## src/rtl/core/peval_pkg.sv

```systemverilog
// ---------------------------------------------------------------------------
// peval_pkg
// Shared types and constants of the polynomial evaluator: data width,
// microcode step codes, jump conditions, control word layout and the
// microcode program itself.
// ---------------------------------------------------------------------------
package peval_pkg;

   // data path word width, signed fixed point
   localparam int unsigned WORD_W = 32;
   // width of the externally visible degree and power fields
   localparam int unsigned FIELD_W = 4;

   // item opcodes
   localparam logic OP_LOAD = 1'b0;
   localparam logic OP_EVAL = 1'b1;

   // microcode step address
   localparam int unsigned STEP_W = 3;
   typedef logic [STEP_W-1:0] step_type;

   localparam step_type STEP_IDLE = 3'd0;
   localparam step_type STEP_LOAD = 3'd1;
   localparam step_type STEP_MUL  = 3'd2;
   localparam step_type STEP_ADD  = 3'd3;
   localparam step_type STEP_DONE = 3'd4;

   // jump conditions: true selects target_t, false selects target_f
   typedef enum logic [1:0] {
      JC_NONE,
      JC_NO_EVAL,
      JC_K_ZERO,
      JC_OUT_BUSY
   } jcond_type;

   // one control word of the program
   typedef struct packed {
      jcond_type cond;
      step_type  target_t;
      step_type  target_f;
      logic      take_req;   // input channel open in this step
      logic      start;      // capture x, clear flag, read top coefficient
      logic      acc_load;   // accumulator takes memory read data
      logic      k_step;     // count k down and read coefficient k-1
      logic      mul_en;     // product register takes acc * x
      logic      add_en;     // accumulator takes sat(sat(prod) + coef)
      logic      out_load;   // result register takes the accumulator
   } uword_type;

   // control from sequencer to datapath
   typedef struct packed {
      logic start;
      logic acc_load;
      logic mul_en;
      logic add_en;
      logic out_load;
   } ctrl_type;

   // microcode program
   function automatic uword_type ucode_rom(input step_type step);
      uword_type w;
      w = '0;
      w.cond     = JC_NONE;
      w.target_t = STEP_IDLE;
      w.target_f = STEP_IDLE;
      unique case (step)
         STEP_IDLE: begin
            w.cond     = JC_NO_EVAL;
            w.target_t = STEP_IDLE;
            w.target_f = STEP_LOAD;
            w.take_req = 1'b1;
            w.start    = 1'b1;
         end
         STEP_LOAD: begin
            w.cond     = JC_K_ZERO;
            w.target_t = STEP_DONE;
            w.target_f = STEP_MUL;
            w.acc_load = 1'b1;
            w.k_step   = 1'b1;
         end
         STEP_MUL: begin
            w.cond     = JC_NONE;
            w.target_f = STEP_ADD;
            w.mul_en   = 1'b1;
         end
         STEP_ADD: begin
            w.cond     = JC_K_ZERO;
            w.target_t = STEP_DONE;
            w.target_f = STEP_MUL;
            w.add_en   = 1'b1;
            w.k_step   = 1'b1;
         end
         STEP_DONE: begin
            w.cond     = JC_OUT_BUSY;
            w.target_t = STEP_DONE;
            w.target_f = STEP_IDLE;
            w.out_load = 1'b1;
         end
         default: begin
            w.cond     = JC_NONE;
            w.target_f = STEP_IDLE;
         end
      endcase
      return w;
   endfunction

endpackage

```

## src/rtl/core/peval_coef_mem.sv

```systemverilog
// ---------------------------------------------------------------------------
// peval_coef_mem
// Coefficient memory: one write port, one registered read port. Per-entry
// valid bits make never-written entries read as zero after reset.
// ---------------------------------------------------------------------------
module peval_coef_mem #(
   parameter int unsigned DEPTH  = 16,
   parameter int unsigned ADDR_W = 4
) (
   input  logic                                 clock,
   input  logic                                 reset,
   input  logic                                 wr_en,
   input  logic [ADDR_W-1:0]                    wr_addr,
   input  logic signed [peval_pkg::WORD_W-1:0]  wr_data,
   input  logic                                 rd_en,
   input  logic [ADDR_W-1:0]                    rd_addr,
   output logic signed [peval_pkg::WORD_W-1:0]  rd_data
);

   logic signed [peval_pkg::WORD_W-1:0] coef_mem_ff [DEPTH];
   logic [DEPTH-1:0]                    valid_ff;
   logic signed [peval_pkg::WORD_W-1:0] rd_data_ff;

   // write port
   always_ff @(posedge clock) begin
      if (wr_en) begin
         coef_mem_ff[wr_addr] <= wr_data;
      end
   end

   // valid bits, cleared by reset
   always_ff @(posedge clock) begin
      if (reset) begin
         valid_ff <= '0;
      end else if (wr_en) begin
         valid_ff[wr_addr] <= 1'b1;
      end
   end

   // registered read, unwritten entries read as zero
   always_ff @(posedge clock) begin
      if (rd_en) begin
         rd_data_ff <= valid_ff[rd_addr] ? coef_mem_ff[rd_addr] : '0;
      end
   end

   assign rd_data = rd_data_ff;

endmodule

```

## src/rtl/core/peval_datapath.sv

```systemverilog
// ---------------------------------------------------------------------------
// peval_datapath
// Horner datapath: x register, accumulator, registered 32x32 product,
// floor shift with saturation, saturating add, sticky flag and the
// result register of the output channel.
// ---------------------------------------------------------------------------
module peval_datapath #(
   parameter int unsigned FRAC_BITS = 16
) (
   input  logic                                 clock,
   input  logic                                 reset,
   input  peval_pkg::ctrl_type                  ctrl,
   input  logic signed [peval_pkg::WORD_W-1:0]  x_value,
   input  logic signed [peval_pkg::WORD_W-1:0]  coef,
   output logic                                 out_busy,
   output logic                                 rsp_valid,
   input  logic                                 rsp_stall,
   output logic signed [peval_pkg::WORD_W-1:0]  rsp_poly_value,
   output logic                                 rsp_saturated
);

   localparam int unsigned W  = peval_pkg::WORD_W;
   localparam int unsigned PW = 2 * W;

   logic signed [W-1:0]  x_ff;
   logic signed [W-1:0]  acc_ff;
   logic signed [PW-1:0] prod_ff;
   logic                 flag_ff;
   logic signed [W-1:0]  rsp_poly_value_ff;
   logic                 rsp_saturated_ff;
   logic                 rsp_valid_ff;
   logic                 rsp_valid_in;

   logic signed [PW-1:0] shifted;
   logic                 prod_ovf;
   logic signed [W-1:0]  prod_sat;
   logic signed [W:0]    sum;
   logic                 sum_ovf;
   logic signed [W-1:0]  sum_sat;

   // floor shift of the product and saturation to the word range
   always_comb begin
      shifted  = prod_ff >>> FRAC_BITS;
      prod_ovf = (shifted[PW-1:W-1] != '0) && (shifted[PW-1:W-1] != '1);
      if (!prod_ovf) begin
         prod_sat = shifted[W-1:0];
      end else if (shifted[PW-1]) begin
         prod_sat = {1'b1, {(W-1){1'b0}}};
      end else begin
         prod_sat = {1'b0, {(W-1){1'b1}}};
      end
   end

   // saturating add of the next coefficient
   always_comb begin
      sum     = {prod_sat[W-1], prod_sat} + {coef[W-1], coef};
      sum_ovf = sum[W] != sum[W-1];
      if (!sum_ovf) begin
         sum_sat = sum[W-1:0];
      end else if (sum[W]) begin
         sum_sat = {1'b1, {(W-1){1'b0}}};
      end else begin
         sum_sat = {1'b0, {(W-1){1'b1}}};
      end
   end

   // operand and accumulator registers
   always_ff @(posedge clock) begin
      if (ctrl.start) begin
         x_ff <= x_value;
      end
      if (ctrl.mul_en) begin
         prod_ff <= PW'(acc_ff) * PW'(x_ff);
      end
      if (ctrl.acc_load) begin
         acc_ff <= coef;
      end else if (ctrl.add_en) begin
         acc_ff <= sum_sat;
      end
   end

   // sticky saturation flag
   always_ff @(posedge clock) begin
      if (reset) begin
         flag_ff <= 1'b0;
      end else if (ctrl.start) begin
         flag_ff <= 1'b0;
      end else if (ctrl.add_en && (prod_ovf || sum_ovf)) begin
         flag_ff <= 1'b1;
      end
   end

   // result register
   always_ff @(posedge clock) begin
      if (ctrl.out_load) begin
         rsp_poly_value_ff <= acc_ff;
         rsp_saturated_ff  <= flag_ff;
      end
   end

   // result valid: set on load, cleared after the transfer
   always_comb begin
      rsp_valid_in = rsp_valid_ff;
      if (rsp_valid_ff && !rsp_stall) begin
         rsp_valid_in = 1'b0;
      end
      if (ctrl.out_load) begin
         rsp_valid_in = 1'b1;
      end
   end

   always_ff @(posedge clock) begin
      if (reset) begin
         rsp_valid_ff <= 1'b0;
      end else begin
         rsp_valid_ff <= rsp_valid_in;
      end
   end

   assign out_busy       = rsp_valid_ff && rsp_stall;
   assign rsp_valid      = rsp_valid_ff;
   assign rsp_poly_value = rsp_poly_value_ff;
   assign rsp_saturated  = rsp_saturated_ff;

endmodule

```

## src/rtl/core/peval_sequencer.sv

```systemverilog
// ---------------------------------------------------------------------------
// peval_sequencer
// Microcode sequencer: step counter into the program ROM, conditional
// jumps, coefficient index counter and memory read address.
// ---------------------------------------------------------------------------
module peval_sequencer #(
   parameter int unsigned ADDR_W = 4
) (
   input  logic                 clock,
   input  logic                 reset,
   input  logic                 req_valid,
   input  logic                 req_op,
   input  logic [ADDR_W-1:0]    degree,
   input  logic                 out_busy,
   output logic                 req_stall,
   output peval_pkg::ctrl_type  ctrl,
   output logic                 rd_en,
   output logic [ADDR_W-1:0]    rd_addr
);

   peval_pkg::step_type  step_ff;
   peval_pkg::step_type  step_in;
   peval_pkg::uword_type uword;
   logic [ADDR_W-1:0]    k_ff;
   logic [ADDR_W-1:0]    k_in;
   logic                 k_zero;
   logic                 cond_true;

   assign uword  = peval_pkg::ucode_rom(step_ff);
   assign k_zero = (k_ff == '0);

   // jump condition and next step
   always_comb begin
      unique case (uword.cond)
         peval_pkg::JC_NONE:     cond_true = 1'b0;
         peval_pkg::JC_NO_EVAL:  cond_true = !(req_valid && (req_op == peval_pkg::OP_EVAL));
         peval_pkg::JC_K_ZERO:   cond_true = k_zero;
         peval_pkg::JC_OUT_BUSY: cond_true = out_busy;
         default:                cond_true = 1'b0;
      endcase
      step_in = cond_true ? uword.target_t : uword.target_f;
   end

   always_ff @(posedge clock) begin
      if (reset) begin
         step_ff <= peval_pkg::STEP_IDLE;
      end else begin
         step_ff <= step_in;
      end
   end

   // coefficient index and memory read request
   always_comb begin
      k_in    = k_ff;
      rd_en   = 1'b0;
      rd_addr = k_ff - 1'b1;
      if (uword.start) begin
         k_in    = degree;
         rd_en   = 1'b1;
         rd_addr = degree;
      end else if (uword.k_step && !k_zero) begin
         k_in  = k_ff - 1'b1;
         rd_en = 1'b1;
      end
   end

   always_ff @(posedge clock) begin
      if (reset) begin
         k_ff <= '0;
      end else begin
         k_ff <= k_in;
      end
   end

   // datapath control
   always_comb begin
      ctrl.start    = uword.start;
      ctrl.acc_load = uword.acc_load;
      ctrl.mul_en   = uword.mul_en;
      ctrl.add_en   = uword.add_en;
      ctrl.out_load = uword.out_load && !out_busy;
   end

   assign req_stall = !uword.take_req;

endmodule

```

## src/rtl/core/polynomial_evaluator_core.sv

```systemverilog
// ---------------------------------------------------------------------------
// polynomial_evaluator_core
// Horner polynomial evaluator in signed fixed point with a coefficient
// memory, driven by a microcoded sequencer.
//
//   channel | direction | handshake           | payload
//   req     | in        | req_valid/req_stall | op, coef_power, coef_value, x_value
//   rsp     | out       | rsp_valid/rsp_stall | poly_value, saturated
//   csr     | in        | csr_valid/csr_ready | poly_degree
//
// A load item is written without leaving the idle step. An evaluate item
// of degree d runs LOAD, then a MUL and an ADD step per further
// coefficient, as the multiply then add around the accumulator are
// dependent, and then DONE. Reset is synchronous and clears the coefficients to zero
// through per-entry valid bits, with no clearing pass. The finished
// result waits in an output register; a stalled result holds the
// sequencer only when the next result is ready to be written.
// ---------------------------------------------------------------------------
module polynomial_evaluator_core #(
   parameter int unsigned MAX_DEGREE = 15,
   parameter int unsigned FRAC_BITS  = 16
) (
   input  logic                                    clock,
   input  logic                                    reset,
   input  logic                                    req_valid,
   output logic                                    req_stall,
   input  logic                                    req_op,
   input  logic [peval_pkg::FIELD_W-1:0]           req_coef_power,
   input  logic signed [peval_pkg::WORD_W-1:0]     req_coef_value,
   input  logic signed [peval_pkg::WORD_W-1:0]     req_x_value,
   output logic                                    rsp_valid,
   input  logic                                    rsp_stall,
   output logic signed [peval_pkg::WORD_W-1:0]     rsp_poly_value,
   output logic                                    rsp_saturated,
   input  logic                                    csr_valid,
   output logic                                    csr_ready,
   input  logic [peval_pkg::FIELD_W-1:0]           csr_poly_degree
);

   localparam int unsigned DEPTH  = MAX_DEGREE + 1;
   localparam int unsigned ADDR_W = (DEPTH > 1) ? $clog2(DEPTH) : 1;
   localparam int unsigned CMP_W  = (ADDR_W > peval_pkg::FIELD_W) ?
                                    ADDR_W : peval_pkg::FIELD_W;

   logic [peval_pkg::FIELD_W-1:0]       poly_degree_ff;
   logic [CMP_W-1:0]                    degree_ext;
   logic [CMP_W-1:0]                    power_ext;
   logic [CMP_W-1:0]                    degree_clamped;
   logic [ADDR_W-1:0]                   degree;
   logic                                wr_en;
   logic [ADDR_W-1:0]                   wr_addr;
   logic                                rd_en;
   logic [ADDR_W-1:0]                   rd_addr;
   logic signed [peval_pkg::WORD_W-1:0] rd_data;
   logic                                out_busy;
   peval_pkg::ctrl_type                 ctrl;

   // degree register, written by csr transfers
   assign csr_ready = 1'b1;

   always_ff @(posedge clock) begin
      if (reset) begin
         poly_degree_ff <= '0;
      end else if (csr_valid && csr_ready) begin
         poly_degree_ff <= csr_poly_degree;
      end
   end

   // degree clamped to the table
   always_comb begin
      degree_ext     = CMP_W'(poly_degree_ff);
      degree_clamped = (degree_ext > CMP_W'(MAX_DEGREE)) ? CMP_W'(MAX_DEGREE) : degree_ext;
      degree         = degree_clamped[ADDR_W-1:0];
   end

   // coefficient write on a load transfer inside the table
   always_comb begin
      power_ext = CMP_W'(req_coef_power);
      wr_addr   = power_ext[ADDR_W-1:0];
      wr_en     = req_valid && !req_stall && (req_op == peval_pkg::OP_LOAD) &&
                  (power_ext <= CMP_W'(MAX_DEGREE));
   end

   peval_coef_mem #(
      .DEPTH  (DEPTH),
      .ADDR_W (ADDR_W)
   ) u_coef_mem (
      .clock   (clock),
      .reset   (reset),
      .wr_en   (wr_en),
      .wr_addr (wr_addr),
      .wr_data (req_coef_value),
      .rd_en   (rd_en),
      .rd_addr (rd_addr),
      .rd_data (rd_data)
   );

   peval_sequencer #(
      .ADDR_W (ADDR_W)
   ) u_sequencer (
      .clock     (clock),
      .reset     (reset),
      .req_valid (req_valid),
      .req_op    (req_op),
      .degree    (degree),
      .out_busy  (out_busy),
      .req_stall (req_stall),
      .ctrl      (ctrl),
      .rd_en     (rd_en),
      .rd_addr   (rd_addr)
   );

   peval_datapath #(
      .FRAC_BITS (FRAC_BITS)
   ) u_datapath (
      .clock          (clock),
      .reset          (reset),
      .ctrl           (ctrl),
      .x_value        (req_x_value),
      .coef           (rd_data),
      .out_busy       (out_busy),
      .rsp_valid      (rsp_valid),
      .rsp_stall      (rsp_stall),
      .rsp_poly_value (rsp_poly_value),
      .rsp_saturated  (rsp_saturated)
   );

endmodule
```

## config.mk

```make
export PLATFORM = sky130hd
export DESIGN_NAME = polynomial_evaluator_core
export DESIGN_NICKNAME = d
export VERILOG_FILES = /design/src/rtl/core/peval_pkg.sv /design/src/rtl/core/peval_coef_mem.sv /design/src/rtl/core/peval_datapath.sv /design/src/rtl/core/peval_sequencer.sv /design/src/rtl/core/polynomial_evaluator_core.sv
export SDC_FILE = /design/constraint.sdc
export NUM_CORES = 2
export LEC_CHECK = 0
export BUFFER_PORTS_ARGS = -buffer_cell sky130_fd_sc_hd__clkbuf_2
export CAP_MARGIN = 20
export CORE_MARGIN = 3
export CORE_UTILIZATION = 57
export CTS_CLUSTER_DIAMETER = 30
export CTS_CLUSTER_SIZE = 30
export DETAILED_ROUTE_END_ITERATION = 10
export PLACE_DENSITY = 0.73
export SLEW_MARGIN = 5
export SYNTH_ARGS = -nofsm -noshare
export SYNTH_HDL_FRONTEND = slang
export SYNTH_SLANG_ARGS = --single-unit
export TNS_END_PERCENT = 100
```

## constraint.sdc

```tcl
create_clock -name clock -period 10.3 [get_ports clock]
set_clock_uncertainty 0.15 [all_clocks]
set_input_delay 0.515 -clock clock [delete_from_list [all_inputs] [get_ports clock]]
set_output_delay 0.515 -clock clock [all_outputs]
set_load 0.005 [all_outputs]
```

==> qor.txt <==
Setup WS pre-CTS: 1.47 ns
crit path kind: flip-flop to flip-flop
htree depth: 4
Setup crit start kind: flip-flop
Post-DRT Antenna Nets: 0
largest net degree at the start of global routing: 134
Synth area leaders: fa_1, edfxtp_1, inv_1, and2_1, mux4_2
Synth top area share: 33.8%
Final Cell Area: 72600 µm²
dpl hpwl: 113 mm
worst hold path type: primary input to flip-flop
Post-Syn Area: 64000 µm²
maximum achievable frequency: 112 MHz
hold slack: 0.0833 ns
synthesized area per cell: 11.9 µm²
Die X: 341 µm
Layout Nets: 6921
maxcap violations: 0
Yosys top cell by area: fa_1
Critical Path RT: 10.65 ns
GRT Overall Usage: 29.6%
CTS buffer count: 156
max incr delay on CP: 1.09 ns
Syn Nets: 6743
Worst setup EP type: flip-flop
core area: 111000 µm²
post-synthesis cell type count: 72
CTS tree: done
Layout area overhead: 13.4%
# resized after CTS: 0
most common cell after layout, fill and taps aside: fa_1
die area: 116000 µm²
CTS clock-pin slew for the worst setup and hold paths: 0.04 ns
most frequent cells in the layout: fa_1, inv_1, nand2_1, edfxtp_1, and2_1
status: finished clean
Max Slew Vio Count: 0
RSZ-0062 raised after global routing: false
Tcrit/Tclk final: 86.4%
via/cell ratio: 5.74
DRC viols: 0
Worst-Margin Slew: 1.21 ns
synthesized instance count: 5370
Worst EP arrival: 9.24 ns
critical-path cell list: nand2_1 -> inv_1 -> fa_1 -> fa_1 -> fa_1 -> fa_1 -> inv_1 -> fa_1 -> inv_1 -> fa_1 -> fa_1 -> fa_1 -> ha_1 -> a21o_1 -> a21oi_1 -> o21ai_0 -> a31oi_1 -> nand4_1 -> and2_1 -> a21bo_2 -> a41oi_2 -> xnor2_1
routed vias: 41.1k
Hold Fails Final Rpt: 0
Critical Path Slowest Stage Cell: fa_1
maximum root-to-sink buffer count: 3
vias in the first global route: 45.4k
filler cell count: 8078
initial antenna violation count: 8
Seq/Total Area, Yosys: 33.2%
GP Congestion: 0.903
fin crit period: 8.90 ns
Worst Path Max Fanout: 15
drt pass-1 iters: 5
I/O pin count: 114
total wire length: 165 mm
Starting DRT DRC Count: 3150
grt ovf: 0
wire per inst: 23.0 µm
Slew Limit Headroom: 19.3%
Setup-failing EPs final: 0
share of cells above drive strength 1: 11.6%
first-pass GRT wire length: 262 mm
Main synth FF type: edfxtp_1
setup TNS: 0 ns
Worst Setup Slack, final: 1.40 ns
clock sink total: 718
WP buf/inv: 3
Die H: 341 µm
critical path's top delay family: adder cells
IO buf count: 112
Placement Cell Area: 66400 µm²
Starting Density: 57.6%
Seq cells post-synth: 718
std cell rows: 122
worst-skew pair later-pin latency: 0.77 ns
most used cell, CP: fa_1
YS warnings: 0
Post-synth EDFFs: 689
async set-reset flop share out of synthesis: 0%
clk root buf: clkbuf_16
cell usage after synthesis (22+ instances only):
cell / n
o211a_1: 32
buf_2: 22
fa_1: 1082
clkbuf_1: 242
a21o_1: 77
inv_1: 979
nor2_1: 135
dfxtp_1: 29
nand3_1: 53
xor2_1: 25
ha_1: 213
and2_1: 516
mux4_2: 132
xnor2_1: 68
nand2_1: 689
edfxtp_1: 689
o21ai_0: 49
a21oi_1: 133
stage by stage:
step	utilization [%]	cells
after floorplan	-	5370
after global placement	59.8	6803
after detailed placement	59.8	6804
after CTS	65.3	7160
after global routing	65.4	7165
final	65.4	7166
layer usage:
metal | track usage (%) | vias up | share of wire, %
li1 | - | 17400 | -
met1 | 38.7 | 21400 | 38
met3 | 7.38 | 394 | 9.0
met4 | 10.9 | 2 | 3.7
met2 | 48.4 | 1978 | 49
met5 | 0 | - | 0.0073
sequential cells by signal, summed over array words and instances (netlist names):
register and flops:
degree_ext 4, u_datapath.rsp_saturated 1, u_datapath.x_ff 32, u_datapath.prod_ff 48, u_datapath.acc_ff 32, u_coef_mem.rd_data 32
u_datapath.rsp_valid 1, u_sequencer.step_ff 3, u_coef_mem.coef_mem_ff 512, u_sequencer.k_ff 4, u_coef_mem.valid_ff 16, u_datapath.flag_ff 1
u_datapath.rsp_poly_value 32
path summary, 6_finish.rpt:
path                           startpoint                            to  slack, ns  cells past startpoint
hold / removal          req_coef_value[4]  u_coef_mem.coef_mem_ff[9][4]       0.08                      1
setup / recovery       u_datapath.x_ff[2]        u_datapath.prod_ff[61]       1.40                     22
hold reg to reg   u_coef_mem.valid_ff[12]       u_coef_mem.valid_ff[12]       0.32                      2
setup reg to reg       u_datapath.x_ff[2]        u_datapath.prod_ff[61]       1.40                     22
layout make-up:
class / count / area [µm²] / share of cell area [%]
clock inverters: 109 / 1380 / 1.89
well taps: 1488 / 1860 / 2.56
multi-input cells: 3397 / 38200 / 52.6
repair buffers: 295 / 2170 / 2.99
clock buffers: 175 / 4040 / 5.56
diodes: 4 / 10.0 / 0.0138
flip-flops and latches: 718 / 21300 / 29.3
inverters: 980 / 3680 / 5.06
cell families (layout without fill, tap and decap cells):
kind of cell / Yosys count / after routing / synth area share [%]
compound gates: 388 / 388 / 4.17
xor+xnor: 93 / 93 / 1.27
fa+ha+maj: 1295 / 1295 / 38.0
buf+inv: 1255 / 1559 / 7.43
flops: 718 / 718 / 33.2
mux: 139 / 139 / 4.76
other cells: 1 / 5 / 0.00586
simple gates: 1481 / 1481 / 11.2
repair_timing:
action                                 4_1_cts  5_1_grt
hold buffers                                72        0
buffers inserted                             0        0
endpoints found under the hold margin      458        0
Power is left out: the tool's default activity adds up to more than one toggle a clock period on the data nets, which glitch-free logic cannot reach.
